File: config.mk
export PLATFORM = sky130hd
export DESIGN_NAME = pcx_rle_planar_to_packed_decoder_top_flat
export DESIGN_NICKNAME = d
export VERILOG_FILES = /design/src/rtl/pcxd_pkg.sv /design/src/rtl/pcxd_req_if.sv /design/src/rtl/pcxd_rsp_if.sv /design/src/rtl/pcxd_line_store.sv /design/src/rtl/pcx_rle_planar_to_packed_decoder_top.sv /design/src/flat_wrapper.sv
export SDC_FILE = /design/constraint.sdc
export NUM_CORES = 2
export LEC_CHECK = 0
export BUFFER_PORTS_ARGS = -buffer_cell sky130_fd_sc_hd__buf_2
export CORE_UTILIZATION = 37
export DETAILED_ROUTE_END_ITERATION = 8
export GPL_ROUTABILITY_DRIVEN = 0
export GPL_TIMING_DRIVEN = 0
export SETUP_SLACK_MARGIN = 0.02
export SLEW_MARGIN = 20
export SYNTH_ARGS = -nofsm -noshare
export SYNTH_HDL_FRONTEND = slang
export SYNTH_SLANG_ARGS = --single-unit
File: constraint.sdc
create_clock -name clock -period 5.9 [get_ports clock]
set_input_delay 1.18 -clock clock [delete_from_list [all_inputs] [get_ports clock]]
set_output_delay 1.18 -clock clock [all_outputs]
set_load 0.01 [all_outputs]
File: src/rtl/pcxd_pkg.sv
// shared widths, register indexes, types and packing functions of the pcx decoder
package pcxd_pkg;

   localparam int CODE_W     = 8;
   localparam int WORD_W     = 32;
   localparam int BC_W       = 3;
   localparam int RUN_W      = 6;
   localparam int GROUP_W    = 6;
   localparam int PLB_W      = 7;
   localparam int GW_W       = 9;
   localparam int LINES_W    = 10;
   localparam int COUNT_W    = 20;
   localparam int CSR_IDX_W  = 3;
   localparam int CSR_DATA_W = 20;

   localparam logic [CSR_IDX_W-1:0] CSR_DIRECT_MODE      = 3'd0;
   localparam logic [CSR_IDX_W-1:0] CSR_PLANE_LINE_BYTES = 3'd1;
   localparam logic [CSR_IDX_W-1:0] CSR_GROUP_WIDTH      = 3'd2;
   localparam logic [CSR_IDX_W-1:0] CSR_LINE_COUNT       = 3'd3;
   localparam logic [CSR_IDX_W-1:0] CSR_DIRECT_COUNT     = 3'd4;

   localparam logic [CODE_W-1:0] RUN_BASE = 8'd192;
   localparam logic [GW_W-1:0]   GW_MAX   = 9'd256;

   typedef struct packed {
      logic              en;
      logic [CODE_W-1:0] data;
   } store_wr_type;

   // four plane bytes (plane p in byte p) to four packed nibble-pair bytes, or two when four is clear
   function automatic logic [WORD_W-1:0] pack_group(input logic [WORD_W-1:0] planes,
                                                    input logic four);
      logic [WORD_W-1:0] w;
      w = '0;
      for (int m = 0; m < 4; m++) begin
         for (int p = 0; p < 4; p++) begin
            w[8*m + p]     = planes[8*p + 7 - 2*m];
            w[8*m + 4 + p] = planes[8*p + 6 - 2*m];
         end
      end
      if (!four) begin
         w[WORD_W-1:16] = '0;
      end
      return w;
   endfunction

   // value repeated in the lowest cnt bytes
   function automatic logic [WORD_W-1:0] rep_byte(input logic [CODE_W-1:0] v,
                                                  input logic [BC_W-1:0] cnt);
      logic [WORD_W-1:0] w;
      w = '0;
      for (int m = 0; m < 4; m++) begin
         if (BC_W'(m) < cnt) begin
            w[8*m +: 8] = v;
         end
      end
      return w;
   endfunction

endpackage

File: src/rtl/pcxd_req_if.sv
// request channel carrying compressed bytes
interface pcxd_req_if;
   logic                        valid;
   logic                        ready;
   logic [pcxd_pkg::CODE_W-1:0] code_byte;
   logic                        start_image;

   modport source (output valid, output code_byte, output start_image, input ready);
   modport sink   (input valid, input code_byte, input start_image, output ready);
endinterface

File: src/rtl/pcxd_rsp_if.sv
// result channel carrying decoded words
interface pcxd_rsp_if;
   logic                        valid;
   logic                        ready;
   logic [pcxd_pkg::WORD_W-1:0] data_word;
   logic [pcxd_pkg::BC_W-1:0]   byte_count;
   logic                        end_of_line;
   logic                        end_of_image;
   logic                        last;

   modport source (output valid, output data_word, output byte_count, output end_of_line,
                   output end_of_image, output last, input ready);
   modport sink   (input valid, input data_word, input byte_count, input end_of_line,
                   input end_of_image, input last, output ready);
endinterface

File: src/rtl/pcxd_line_store.sv
// line store: byte-wide single-port-write memory with registered read
module pcxd_line_store #(
   parameter int DEPTH  = 256,
   parameter int ADDR_W = 8
) (
   input  logic                          clock,
   input  pcxd_pkg::store_wr_type        wr,
   input  logic [ADDR_W-1:0]             wr_addr,
   input  logic                          rd_en,
   input  logic [ADDR_W-1:0]             rd_addr,
   output logic [pcxd_pkg::CODE_W-1:0]   rd_data
);

   logic [pcxd_pkg::CODE_W-1:0] mem [DEPTH];

   always_ff @(posedge clock) begin
      if (wr.en) begin
         mem[wr_addr] <= wr.data;
      end
   end

   always_ff @(posedge clock) begin
      if (rd_en) begin
         rd_data <= mem[rd_addr];
      end
   end

endmodule

File: src/rtl/pcx_rle_planar_to_packed_decoder_top.sv
// pcx run-length decoder with planar-to-packed line conversion
//
// requests enter on req_chan (valid/ready), one compressed byte each; a request
// with start_image set opens a new image. results leave on rsp_chan through an
// output register, so a stalled receiver only holds the sequencer, never drops data.
// configuration is written through csr_we/csr_index/csr_wdata; the user must write
// it only while idle, as the block itself does not enforce this. direct mode: a run
// marker is only held; a literal or run value is sent as one result of up to four
// bytes per cycle while the output slot is free. planar mode: every decoded byte is
// one write to the line store. a completed line is emitted one group at a time: each
// plane-byte group takes four reads through the single read port, whose read is
// registered, and one output load; groups past the plane width are emitted as zeros
// without reads. reset clears control state and leaves the block idle: requests are
// taken and ignored until one with start_image set arrives. the line store is not
// cleared.
module pcx_rle_planar_to_packed_decoder_top #(
   parameter int MAX_PLANE_BYTES = 64
) (
   input  logic                              clock,
   input  logic                              reset,
   pcxd_req_if.sink                          req_chan,
   pcxd_rsp_if.source                        rsp_chan,
   input  logic                              csr_we,
   input  logic [pcxd_pkg::CSR_IDX_W-1:0]    csr_index,
   input  logic [pcxd_pkg::CSR_DATA_W-1:0]   csr_wdata
);

   localparam int DEPTH    = 4 * MAX_PLANE_BYTES;
   localparam int ADDR_W   = $clog2(DEPTH);
   localparam int PLANES_W = $clog2(MAX_PLANE_BYTES + 1);
   localparam int FILL_W   = PLANES_W + 2;
   localparam int CMP_W    = (PLANES_W > pcxd_pkg::GROUP_W) ? PLANES_W : pcxd_pkg::GROUP_W;
   localparam logic [8:0] MAX_PB = 9'(MAX_PLANE_BYTES);

   localparam logic [2:0] S_IDLE   = 3'd0;
   localparam logic [2:0] S_DIRECT = 3'd1;
   localparam logic [2:0] S_FILL   = 3'd2;
   localparam logic [2:0] S_GATHER = 3'd3;
   localparam logic [2:0] S_OUT    = 3'd4;

   // configuration
   logic                              mode_ff;
   logic [pcxd_pkg::PLB_W-1:0]        plb_ff;
   logic [pcxd_pkg::GW_W-1:0]         gw_ff;
   logic [pcxd_pkg::LINES_W-1:0]      lc_ff;
   logic [pcxd_pkg::COUNT_W-1:0]      dc_ff;

   // decoder state
   logic [2:0]                        state_ff, state_in;
   logic                              awaiting_ff, awaiting_in;
   logic [pcxd_pkg::RUN_W-1:0]        pending_ff, pending_in;
   logic [FILL_W-1:0]                 fill_ff, fill_in;
   logic [pcxd_pkg::LINES_W-1:0]      lines_done_ff, lines_done_in;
   logic [pcxd_pkg::COUNT_W-1:0]      bytes_left_ff, bytes_left_in;
   logic                              image_done_ff, image_done_in;
   logic [pcxd_pkg::CODE_W-1:0]       val_ff, val_in;
   logic [pcxd_pkg::RUN_W-1:0]        run_ff, run_in;
   logic [pcxd_pkg::GW_W-1:0]         cnt_ff, cnt_in;
   logic [pcxd_pkg::GROUP_W-1:0]      g_ff, g_in;
   logic [ADDR_W-1:0]                 addr_ff, addr_in;
   logic [2:0]                        rd_idx_ff, rd_idx_in;
   logic [1:0]                        got_ff, got_in;
   logic                              rdv_ff, rdv_in;
   logic [pcxd_pkg::WORD_W-1:0]       gather_ff, gather_in;

   // output register
   logic                              rsp_valid_ff, rsp_valid_in;
   logic [pcxd_pkg::WORD_W-1:0]       rsp_word_ff, rsp_word_in;
   logic [pcxd_pkg::BC_W-1:0]         rsp_bc_ff, rsp_bc_in;
   logic                              rsp_eol_ff, rsp_eol_in;
   logic                              rsp_eoi_ff, rsp_eoi_in;
   logic                              rsp_last_ff, rsp_last_in;

   logic [8:0]                        planes_x;
   logic [PLANES_W-1:0]               planes;
   logic [FILL_W-1:0]                 len;
   logic                              g_ok;
   logic                              slot_free;
   logic                              accept;
   logic                              rd_en;
   logic [pcxd_pkg::CODE_W-1:0]       mem_q;
   pcxd_pkg::store_wr_type            wr_req;

   assign planes_x  = (plb_ff == '0) ? 9'd1 :
                      (({2'b00, plb_ff} > MAX_PB) ? MAX_PB : {2'b00, plb_ff});
   assign planes    = PLANES_W'(planes_x);
   assign len       = {planes, 2'b00};
   assign g_ok      = CMP_W'(g_ff) < CMP_W'(planes);
   assign slot_free = !rsp_valid_ff || rsp_chan.ready;

   assign req_chan.ready = (state_ff == S_IDLE);
   assign accept         = req_chan.valid && (state_ff == S_IDLE);

   assign rsp_chan.valid        = rsp_valid_ff;
   assign rsp_chan.data_word    = rsp_word_ff;
   assign rsp_chan.byte_count   = rsp_bc_ff;
   assign rsp_chan.end_of_line  = rsp_eol_ff;
   assign rsp_chan.end_of_image = rsp_eoi_ff;
   assign rsp_chan.last         = rsp_last_ff;

   assign rd_en = (state_ff == S_GATHER) && !rd_idx_ff[2];

   always_comb begin
      logic                           go;
      logic                           done_eff;
      logic [pcxd_pkg::CODE_W-1:0]    v;
      logic [pcxd_pkg::RUN_W-1:0]     run;
      logic [pcxd_pkg::COUNT_W-1:0]   bl;
      logic [pcxd_pkg::COUNT_W-1:0]   dc_eff;
      logic [pcxd_pkg::RUN_W-1:0]     take;
      logic [pcxd_pkg::BC_W-1:0]      c;
      logic [pcxd_pkg::GW_W-1:0]      rem_nx;
      logic [pcxd_pkg::GW_W-1:0]      gw_eff;
      logic [pcxd_pkg::LINES_W-1:0]   lines;
      logic [pcxd_pkg::LINES_W-1:0]   ld_nx;
      logic [pcxd_pkg::GROUP_W-1:0]   g_nx;
      logic                           four;

      state_in      = state_ff;
      awaiting_in   = awaiting_ff;
      pending_in    = pending_ff;
      fill_in       = fill_ff;
      lines_done_in = lines_done_ff;
      bytes_left_in = bytes_left_ff;
      image_done_in = image_done_ff;
      val_in        = val_ff;
      run_in        = run_ff;
      cnt_in        = cnt_ff;
      g_in          = g_ff;
      addr_in       = addr_ff;
      rd_idx_in     = rd_idx_ff;
      got_in        = got_ff;
      rdv_in        = rd_en;
      gather_in     = gather_ff;
      wr_req.en     = 1'b0;
      wr_req.data   = val_ff;

      rsp_valid_in  = rsp_valid_ff && !rsp_chan.ready;
      rsp_word_in   = rsp_word_ff;
      rsp_bc_in     = rsp_bc_ff;
      rsp_eol_in    = rsp_eol_ff;
      rsp_eoi_in    = rsp_eoi_ff;
      rsp_last_in   = rsp_last_ff;

      go       = 1'b0;
      v        = req_chan.code_byte;
      run      = 6'd1;
      dc_eff   = (dc_ff == '0) ? 20'd1 : dc_ff;
      bl       = bytes_left_ff;
      take     = '0;
      c        = '0;
      rem_nx   = '0;
      gw_eff   = (gw_ff == '0) ? 9'd1 : ((gw_ff > pcxd_pkg::GW_MAX) ? pcxd_pkg::GW_MAX : gw_ff);
      lines    = (lc_ff == '0) ? 10'd1 : lc_ff;
      ld_nx    = lines_done_ff + 10'd1;
      g_nx     = g_ff + 6'd1;
      four     = cnt_ff >= 9'd4;
      done_eff = image_done_ff;

      case (state_ff)
         S_IDLE: begin
            if (accept) begin
               if (req_chan.start_image) begin
                  fill_in       = '0;
                  pending_in    = '0;
                  awaiting_in   = 1'b0;
                  lines_done_in = '0;
                  bytes_left_in = dc_eff;
                  image_done_in = 1'b0;
                  bl            = dc_eff;
                  done_eff      = 1'b0;
               end
               if (!done_eff) begin
                  if (awaiting_in) begin
                     run         = pending_in;
                     awaiting_in = 1'b0;
                     pending_in  = '0;
                     go          = 1'b1;
                  end else if (req_chan.code_byte > pcxd_pkg::RUN_BASE) begin
                     pending_in  = 6'(req_chan.code_byte - pcxd_pkg::RUN_BASE);
                     awaiting_in = 1'b1;
                  end else begin
                     go = 1'b1;
                  end
               end
               if (go) begin
                  val_in = v;
                  if (mode_ff) begin
                     take          = ({14'd0, run} < bl) ? run : bl[pcxd_pkg::RUN_W-1:0];
                     bytes_left_in = bl - {14'd0, take};
                     cnt_in        = {3'd0, take};
                     if (bytes_left_in == '0) begin
                        image_done_in = 1'b1;
                     end
                     state_in = (take != '0) ? S_DIRECT : S_IDLE;
                  end else begin
                     run_in   = run;
                     state_in = S_FILL;
                  end
               end
            end
         end

         S_DIRECT: begin
            if (slot_free) begin
               c            = four ? 3'd4 : cnt_ff[2:0];
               rem_nx       = cnt_ff - {6'd0, c};
               cnt_in       = rem_nx;
               rsp_valid_in = 1'b1;
               rsp_word_in  = pcxd_pkg::rep_byte(val_ff, c);
               rsp_bc_in    = c;
               rsp_eol_in   = 1'b0;
               rsp_eoi_in   = (rem_nx == '0) && (bytes_left_ff == '0);
               rsp_last_in  = (rem_nx == '0);
               if (rem_nx == '0) begin
                  state_in = S_IDLE;
               end
            end
         end

         S_FILL: begin
            if ((run_ff != '0) && (fill_ff < len)) begin
               wr_req.en = 1'b1;
               fill_in   = fill_ff + 1'b1;
               run_in    = run_ff - 1'b1;
               if ((run_ff == 6'd1) && (fill_in < len)) begin
                  state_in = S_IDLE;
               end
            end else if (fill_ff >= len) begin
               // line complete: start group emission
               fill_in       = '0;
               lines_done_in = ld_nx;
               if (ld_nx >= lines) begin
                  image_done_in = 1'b1;
               end
               cnt_in    = gw_eff;
               g_in      = '0;
               addr_in   = '0;
               rd_idx_in = '0;
               got_in    = '0;
               state_in  = S_GATHER;
            end else begin
               state_in = S_IDLE;
            end
         end

         S_GATHER: begin
            if (rd_en) begin
               addr_in   = addr_ff + ADDR_W'(planes);
               rd_idx_in = rd_idx_ff + 3'd1;
            end
            if (rdv_ff) begin
               gather_in = {mem_q, gather_ff[pcxd_pkg::WORD_W-1:8]};
               got_in    = got_ff + 2'd1;
               if (got_ff == 2'd3) begin
                  state_in = S_OUT;
               end
            end
         end

         S_OUT: begin
            if (slot_free) begin
               rem_nx       = (cnt_ff > 9'd4) ? (cnt_ff - 9'd4) : '0;
               cnt_in       = rem_nx;
               rsp_valid_in = 1'b1;
               rsp_word_in  = pcxd_pkg::pack_group(g_ok ? gather_ff : '0, four);
               rsp_bc_in    = four ? 3'd4 : 3'd2;
               rsp_eol_in   = (rem_nx == '0);
               rsp_eoi_in   = (rem_nx == '0) && image_done_ff;
               rsp_last_in  = (rem_nx == '0);
               if (rem_nx == '0) begin
                  state_in = S_IDLE;
               end else begin
                  g_in      = g_nx;
                  addr_in   = ADDR_W'(g_nx);
                  rd_idx_in = '0;
                  got_in    = '0;
                  state_in  = (CMP_W'(g_nx) < CMP_W'(planes)) ? S_GATHER : S_OUT;
               end
            end
         end

         default: begin
            state_in = S_IDLE;
         end
      endcase
   end

   always_ff @(posedge clock) begin
      if (reset) begin
         mode_ff <= 1'b0;
         plb_ff  <= 7'd1;
         gw_ff   <= 9'd1;
         lc_ff   <= 10'd1;
         dc_ff   <= 20'd1;
      end else if (csr_we) begin
         case (csr_index)
            pcxd_pkg::CSR_DIRECT_MODE:      mode_ff <= csr_wdata[0];
            pcxd_pkg::CSR_PLANE_LINE_BYTES: plb_ff  <= csr_wdata[pcxd_pkg::PLB_W-1:0];
            pcxd_pkg::CSR_GROUP_WIDTH:      gw_ff   <= csr_wdata[pcxd_pkg::GW_W-1:0];
            pcxd_pkg::CSR_LINE_COUNT:       lc_ff   <= csr_wdata[pcxd_pkg::LINES_W-1:0];
            pcxd_pkg::CSR_DIRECT_COUNT:     dc_ff   <= csr_wdata[pcxd_pkg::COUNT_W-1:0];
            default: begin
            end
         endcase
      end
   end

   always_ff @(posedge clock) begin
      if (reset) begin
         state_ff      <= S_IDLE;
         awaiting_ff   <= 1'b0;
         pending_ff    <= '0;
         fill_ff       <= '0;
         lines_done_ff <= '0;
         bytes_left_ff <= '0;
         image_done_ff <= 1'b1;
         run_ff        <= '0;
         cnt_ff        <= '0;
         g_ff          <= '0;
         rd_idx_ff     <= '0;
         got_ff        <= '0;
         rdv_ff        <= 1'b0;
         rsp_valid_ff  <= 1'b0;
      end else begin
         state_ff      <= state_in;
         awaiting_ff   <= awaiting_in;
         pending_ff    <= pending_in;
         fill_ff       <= fill_in;
         lines_done_ff <= lines_done_in;
         bytes_left_ff <= bytes_left_in;
         image_done_ff <= image_done_in;
         run_ff        <= run_in;
         cnt_ff        <= cnt_in;
         g_ff          <= g_in;
         rd_idx_ff     <= rd_idx_in;
         got_ff        <= got_in;
         rdv_ff        <= rdv_in;
         rsp_valid_ff  <= rsp_valid_in;
      end
   end

   always_ff @(posedge clock) begin
      val_ff      <= val_in;
      addr_ff     <= addr_in;
      gather_ff   <= gather_in;
      rsp_word_ff <= rsp_word_in;
      rsp_bc_ff   <= rsp_bc_in;
      rsp_eol_ff  <= rsp_eol_in;
      rsp_eoi_ff  <= rsp_eoi_in;
      rsp_last_ff <= rsp_last_in;
   end

   pcxd_line_store #(
      .DEPTH  (DEPTH),
      .ADDR_W (ADDR_W)
   ) u_line_store (
      .clock   (clock),
      .wr      (wr_req),
      .wr_addr (fill_ff[ADDR_W-1:0]),
      .rd_en   (rd_en),
      .rd_addr (addr_ff),
      .rd_data (mem_q)
   );

endmodule

File: src/flat_wrapper.sv
// flat-port wrapper written by rule: the top's interface ports become plain ports
module pcx_rle_planar_to_packed_decoder_top_flat 
#(
   parameter int MAX_PLANE_BYTES = 64
)
  (clock, reset, csr_we, csr_index, csr_wdata, req_chan_valid, req_chan_code_byte, req_chan_start_image, req_chan_ready, rsp_chan_valid, rsp_chan_data_word, rsp_chan_byte_count, rsp_chan_end_of_line, rsp_chan_end_of_image, rsp_chan_last, rsp_chan_ready);
  pcxd_req_if req_chan_i ();
  pcxd_rsp_if rsp_chan_i ();
  input  logic clock;
  input  logic reset;
  input  logic csr_we;
  input  logic [pcxd_pkg::CSR_IDX_W-1:0] csr_index;
  input  logic [pcxd_pkg::CSR_DATA_W-1:0] csr_wdata;
  input wire logic [$bits(req_chan_i.valid)-1:0] req_chan_valid;
  input wire logic [$bits(req_chan_i.code_byte)-1:0] req_chan_code_byte;
  input wire logic [$bits(req_chan_i.start_image)-1:0] req_chan_start_image;
  output wire logic [$bits(req_chan_i.ready)-1:0] req_chan_ready;
  output wire logic [$bits(rsp_chan_i.valid)-1:0] rsp_chan_valid;
  output wire logic [$bits(rsp_chan_i.data_word)-1:0] rsp_chan_data_word;
  output wire logic [$bits(rsp_chan_i.byte_count)-1:0] rsp_chan_byte_count;
  output wire logic [$bits(rsp_chan_i.end_of_line)-1:0] rsp_chan_end_of_line;
  output wire logic [$bits(rsp_chan_i.end_of_image)-1:0] rsp_chan_end_of_image;
  output wire logic [$bits(rsp_chan_i.last)-1:0] rsp_chan_last;
  input wire logic [$bits(rsp_chan_i.ready)-1:0] rsp_chan_ready;
  assign req_chan_i.valid = req_chan_valid;
  assign req_chan_i.code_byte = req_chan_code_byte;
  assign req_chan_i.start_image = req_chan_start_image;
  assign req_chan_ready = req_chan_i.ready;
  assign rsp_chan_valid = rsp_chan_i.valid;
  assign rsp_chan_data_word = rsp_chan_i.data_word;
  assign rsp_chan_byte_count = rsp_chan_i.byte_count;
  assign rsp_chan_end_of_line = rsp_chan_i.end_of_line;
  assign rsp_chan_end_of_image = rsp_chan_i.end_of_image;
  assign rsp_chan_last = rsp_chan_i.last;
  assign rsp_chan_i.ready = rsp_chan_ready;
  pcx_rle_planar_to_packed_decoder_top #(.MAX_PLANE_BYTES(MAX_PLANE_BYTES)) u_core (.clock(clock), .reset(reset), .req_chan(req_chan_i), .rsp_chan(rsp_chan_i), .csr_we(csr_we), .csr_index(csr_index), .csr_wdata(csr_wdata));
endmodule
Word-level counts from Yosys, hierarchy flattened
Memory sizes are Yosys's and may differ from the RTL's. A register that Yosys moved wholly into a read port is not among the register bits.
Cells that the tools add are included.
W data, S select, Z words.
Word-level totals
  bits of input ports: 37
  output and inout port bits: 40
  memories kept: 1
  register bits: 211
  bits in writable memories: 2048
Operators by class
  multiplexer cells: 132
  add/subtract/negate cells: 11
  magnitude comparators: 16
  equality and inequality tests: 28
  reductions and logical operators: 47
Memories
  u_core.u_line_store.mem: words 256, width 8, rd ports 1, clocked after memory_dff 1, wr ports 1, line pcxd_line_store.sv:14  | logic [pcxd_pkg::CODE_W-1:0] mem [DEPTH];
Operators by type and width (number)
  $mux W9: 14
  $mux W20: 6
  $mux W6: 17
  $mux W32: 3
  $mux W8: 9
  $pmux W32 S2: 1
  $mux W3: 21
  $logic_not A20 Y1: 3
  $mux W10: 5
  $pmux W9 S4: 1
  $mux W1: 33
  $logic_not A9 Y1: 3
  $pmux W6 S2: 2
  $pmux W8 S3: 1
  $ne A2 B1 Y1 const B: 11
  $lt A6 B20 Y1: 1
  $pmux W10 S2: 1
  $reduce_and A5 Y1: 4
  $sub A20 B6 Y20: 1
  $lt A9 B9 Y1: 2
  $pmux W9 S2: 1
  $mux W16: 1
  $reduce_and A8 Y1: 2
  $pmux W3 S5: 1
  other kinds (48): 90

Depth between registers and ports, before layout
  depth in word-level cells: 17
  gate-level depth with buffers: 22
  depth with buffers taken out: 20

By module
From an unflattened synthesis, not the netlist that was laid out.
Second synthesis, totals
  cell total of the unflattened synthesis: 5062
  area, all modules: 91500.3 sq um
Modules (own cells, without submodules)
  pcxd_line_store: cells an instance 3733, area an instance 79636.4 sq um, times used 1
  pcx_rle_planar_to_packed_decoder_top: cells an instance 1329, area an instance 11863.9 sq um, times used 1

Least setup slack after synthesis
Ideal clock, no wire load.
  kind: input to register
  from: input req_chan_start_image
  to: register u_core.bytes_left_ff[18] in the netlist's numbering
  path buffers: 0
  setup slack: 0.614 ns
  arrival time: 5.201 ns
  cell stages on the path: 19
  cells stage by stage: mux2i_1 > ha_1 > nand3b_1 > o21ai_0 > a21o_1 > o21ai_1 > mux2i_1 > ha_1 > inv_1 > ha_1 > a21oi_1 > o21ai_1 > nand2_1 > maj3_1 > a211oi_2 > or3_1 > nor4_1 > mux2_2 > a211oi_1
On the way
  word-level cells in the longest chain between the ends: 12
Ends and longest elaborated chain
  start, declared: line flat_wrapper.sv:16  | input wire logic [$bits(req_chan_i.start_image)-1:0] req_chan_start_image;
  $mux W1: line pcx_rle_planar_to_packed_decoder_top.sv:163  | if (req_chan.start_image) begin
  $mux W1: line pcx_rle_planar_to_packed_decoder_top.sv:162  | if (accept) begin
  $mux W1: line pcx_rle_planar_to_packed_decoder_top.sv:160  | case (state_ff)
  $mux W6: line pcx_rle_planar_to_packed_decoder_top.sv:174  | if (awaiting_in) begin
  $mux W6: line pcx_rle_planar_to_packed_decoder_top.sv:173  | if (!done_eff) begin
  $mux W6: line pcx_rle_planar_to_packed_decoder_top.sv:162
  $mux W6: line pcx_rle_planar_to_packed_decoder_top.sv:160
  $lt A6 B20 Y1: line pcx_rle_planar_to_packed_decoder_top.sv:189  | take = ({14'd0, run} < bl) ? run : bl[pcxd_pkg::RUN_W-1:0];
  $mux W6: line pcx_rle_planar_to_packed_decoder_top.sv:189
  $sub A20 B6 Y20: line pcx_rle_planar_to_packed_decoder_top.sv:190  | bytes_left_in = bl - {14'd0, take};
  $mux W20: line pcx_rle_planar_to_packed_decoder_top.sv:188  | if (mode_ff) begin
  $mux W20 *: line pcx_rle_planar_to_packed_decoder_top.sv:186  | if (go) begin
  end signal, assigned: line pcx_rle_planar_to_packed_decoder_top.sv:331  | bytes_left_ff <= bytes_left_in;
  end, declared: line pcx_rle_planar_to_packed_decoder_top.sv:54  | logic [pcxd_pkg::COUNT_W-1:0] bytes_left_ff, bytes_left_in;
Mark *: on every way between the ends. The rest lies on a longest branch, timed or not. The select of a mux whose other input is x is not followed.
A chain may end at the register's enable or synchronous reset.

Worst setup path after layout
  from: register u_core.plb_ff[6] in the netlist's numbering
  to: memory u_core.u_line_store.mem[120][2] in the netlist's numbering (enable)
On the way
  word-level cells in the longest chain between the ends: 9
Ends and longest elaborated chain
  start, declared: line pcx_rle_planar_to_packed_decoder_top.sv:43  | logic [pcxd_pkg::PLB_W-1:0] plb_ff;
  start signal, assigned: line pcx_rle_planar_to_packed_decoder_top.sv:299  | pcxd_pkg::CSR_PLANE_LINE_BYTES: plb_ff <= csr_wdata[pcxd_pkg::PLB_W-1:0];
  $gt A7 B7 Y1: line pcx_rle_planar_to_packed_decoder_top.sv:85  | (({2'b00, plb_ff} > MAX_PB) ? MAX_PB : {2'b00, plb_ff});
  $mux W7: line pcx_rle_planar_to_packed_decoder_top.sv:85
  $mux W7 *: line pcx_rle_planar_to_packed_decoder_top.sv:84  | assign planes_x = (plb_ff == '0) ? 9'd1 :
  $lt A9 B9 Y1 *: line pcx_rle_planar_to_packed_decoder_top.sv:222  | if ((run_ff != '0) && (fill_ff < len)) begin
  $logic_and A1 B1 Y1 *: line pcx_rle_planar_to_packed_decoder_top.sv:222
  $mux W1 *: line pcx_rle_planar_to_packed_decoder_top.sv:222
  $mux W1 *: line pcx_rle_planar_to_packed_decoder_top.sv:160
  $mux W1 *: line pcxd_line_store.sv:17  | if (wr.en) begin
  $mux W1 (not written as such) *: line pcxd_line_store.sv:18  | mem[wr_addr] <= wr.data;
  end, declared: line pcxd_line_store.sv:14
Mark *: on every way between the ends. The rest lies on a longest branch, timed or not.

==> flow_summary_export.csv <==
group,metric,value,unit
status,outcome,"finished, final reports clean",
cells_and_area,fin_nets,5119,
routing,highest_layer,"met4",
cells_and_area,fin_cells,8421,
routing,drc,0,
synthesis,syn_avg_cell_area,19.7,um^2
cts,cts_root_buf,"clkbuf_16",
sta,fmax,0.173,GHz
routing,wl_met3,19.8,mm
power_and_ir_drop,power_density,406,nW/um^2
routing,wl_met1,104,mm
cts,cts_buffers,219,
synthesis,ys_types,80,
cts,max-clock-path-buffers,3,
setup_path,cp-start-kind,"flip-flop",
cells_and_area,final_util,43.0,%
min_path,holdCritPathClass,"reg2reg",
routing,drt_iter0_markers,6087,
synthesis,dominantRegCellSynth,"edfxtp_1",
floorplanning,ios,77,
run,cap_violations,0,
cells_and_area,drive_above_1_share,25.2,%
routing,vias_per_cell,5.69,
grt,grt_usage,19.6,%
cts,htree_levels,4,
grt,grt_overflow,0,
place,dp_hpwl,173,mm
setup_path,worstSetupEndpointType,"flip-flop",
sta,rsz0062_at_grt,"yes",
synthesis,syn-instance-count,4604,
sta,period_share,98.2,%
setup_path,critical_path_class,"reg2reg",
synthesis,synthArstFlopShare,0,%
sta,worst_pin_slew,1200,ps
cts,worstSkewPairLatency,870,ps
synthesis,synth-seq-cells,2267,
cells_and_area,area_growth,15.5,%
synthesis,synth_compound_area_share,2.62,%
cts,tritoncts,"built",
setup_path,crit_arrival,6290,ps
cells_and_area,fin_area,105000,um^2
floorplanning,dieArea,247000,um^2
floorplanning,die_x,497,um
cts,post-cts-setup-buffers,0,
power_and_ir_drop,vdd_ir_drop_max,332,uV
synthesis,syn_nets,4699,
grt,grt_first_pass_wirelength,349,mm
floorplanning,core-area,244000,um^2
routing,route.met2.wl,115,mm
sta,tns,0,ps
cts,clk_pin_slew_worst_paths,60,ps
place,place_area,97600,um^2
routing,antenna_left,0,
grt,grt_max_degree,35,
place,dp_cells,8005,
floorplanning,row_count,181,
synthesis,synth-edff-count,2142,
routing,vias,47900,
synthesis,synth_top_family_by_area,"multiplexers",
sta,final.min_clock_period,5800,ps
routing,wl_per_cell,29.1,um
setup_path,path_max_fanout,10,
synthesis,yosys.area_share.simple,3.93,%
synthesis,synth_seq_area_share,73.6,%
sta,drv_slew,0,
floorplanning,start_util,37.3,%
synthesis,synth_fa_ha_area_share,0.818,%
cts,cts.sinks,2267,
synthesis,syn_area,90800,um^2
cts,cts_resized,0,
sta,finClkSkew,40.0,ps
sta,finalHoldViolations,0,
sta,setup_viol,0,
place,io_buffer_count,75,
sta,relSlewSlack,20.1,%
grt,antenna_found_initial,11,
routing,dr.pass1.iters,6,
floorplanning,die_y,497,um
power_and_ir_drop,leakage,32.7,nW
synthesis,yosys_warnings,0,
synthesis,synth_xor_area_share,0.444,%
grt,grt_pass1_vias,47200,
routing,wirelength,245,mm
synthesis,synthMuxAreaShare,17.3,%
setup_path,crit_required,6390,ps
cts,cts_hold_buf,0,
worst max-delay path: stages, from the launching register on:
cell and delay [ps]:
dfxtp_1 580, clkinv_1 340, nand2_1 330, ha_1 310, nor2b_1 150, o21a_1 160
o21ai_0 150, a21oi_1 140, nor2_1 150, nand2_1 130, clkbuf_1 360, nor3b_1 850
nand2_1 520, clkbuf_1 450, nor2_1 780
layout make-up:
cell class / instances / area (um^2)
diodes: 5 / 12.5
plain buffers: 259 / 1090
clock buffers: 266 / 5730
clock inverters: 145 / 1530
fillers: 20900 / 139000
inverters: 45 / 169
multi-input cells: 2033 / 22900
flip-flops and latches: 2267 / 66800
well taps: 3202 / 4010
repair buffers: 199 / 2630
metrics by stage:
step / hold WS [ps] / worst slack [ps] / power (W)
finish: 418 / 104 / 0.0426
global route: 418 / -45.7 / 0.0438
CTS: 418 / 152 / 0.0427
detailed placement: 405 / -640 / 0.0287
global placement: 405 / -2560 / 0.0285
floorplan: 400 / 614 / 0.0246
cells in the mapped netlist, drive strengths merged (12+ instances only):
cell type,number,area (um^2)
nor2,395,1490
nand2,247,927
xnor2,22,193
a22oi,18,135
a211oi,15,118
buf,67,288
o211ai,13,97.6
mux2i,33,330
mux4,680,15300
nor4,18,143
a21o,15,113
a21oi,136,681
a31oi,13,81.3
ha,57,713
clkbuf,192,721
nor3,39,195
dfxtp,125,2500
o21ai,92,460
inv,44,165
and3,12,75.1
edfxtp,2142,64300
nand3,32,160
xor2,24,210
final timing paths:
kind	startpoint	slack (ps)	to	cells after the start
setup / recovery	u_core.plb_ff[6]$_SDFFE_PP0P_	100	u_core.u_line_store.mem[120][2]$_DFFE_PP_	14
hold / removal	u_core.u_line_store.rd_data[5]$_DFFE_PP_	420	u_core.gather_ff[29]$_DFFE_PP_	0
setup reg to reg	u_core.plb_ff[6]$_SDFFE_PP0P_	100	u_core.u_line_store.mem[120][2]$_DFFE_PP_	14
hold reg to reg	u_core.u_line_store.rd_data[5]$_DFFE_PP_	420	u_core.gather_ff[29]$_DFFE_PP_	0
per-layer routing:
| layer | track usage (%) | up-vias |
|---|---|---|
| met3 | 3.27 | 334 |
| met5 | 0 | - |
| met1 | 28.6 | 25600 |
| met2 | 30.6 | 2180 |
| li1 | - | 19700 |
| met4 | 5.00 | 0 |
state kept, by name, summed over array words and instances (netlist names), 7 cells and up:
signal                       count
u_core.addr_ff                   8
u_core.bytes_left_ff            20
u_core.cnt_ff                    9
u_core.dc_ff                    20
u_core.fill_ff                   9
u_core.gather_ff                32
u_core.gw_ff                     9
u_core.lc_ff                    10
u_core.lines_done_ff            10
u_core.plb_ff                    7
u_core.rsp_chan.data_word       32
u_core.u_line_store.mem       2048
u_core.u_line_store.rd_data      8
u_core.val_ff                    8
logic make-up after synthesis:
logic type | after synthesis
AO/OA/AOI/OAI | 383
XOR/XNOR | 46
adder cells (fa/ha/maj) | 59
buffers and inverters | 304
flip-flops | 2267
multiplexers | 719
other | 1
AND/OR/NAND/NOR | 825
power breakdown:
| group | total [W] | switching (W) | internal [W] |
|---|---|---|---|
| sequential | 0.0184 | 0.000147 | 0.0183 |
| clock | 0.0142 | 0.00622 | 0.00800 |
| combinational | 0.00998 | 0.00597 | 0.00401 |
| total | 0.0426 | 0.0123 | 0.0303 |
cell usage in the layout, fill, tap and decap left out, types with 22 or more instances in the layout:
cell type  netlist  final
nor2_1         394    388
mux4_2         680    680
nand2_1        247    242
nand3_1         32     32
inv_1           43     43
dfxtp_1        125    125
o21ai_0         87     87
mux2i_1         33     31
edfxtp_1      2142   2142
clkbuf_1       192    192
buf_16           0     34
xor2_1          24     24
a21oi_1        136    136
buf_2            2     94
ha_1            57     57
clkbuf_2         0     46
clkinv_1         1     42
buf_1           60     40
xnor2_1         22     22
bufinv_16        0     24
clkbuf_16        0    221
nor3_1          39     38
clkinv_2         0     57
buf_8            0     78
(Power assumes the default switching activity.)
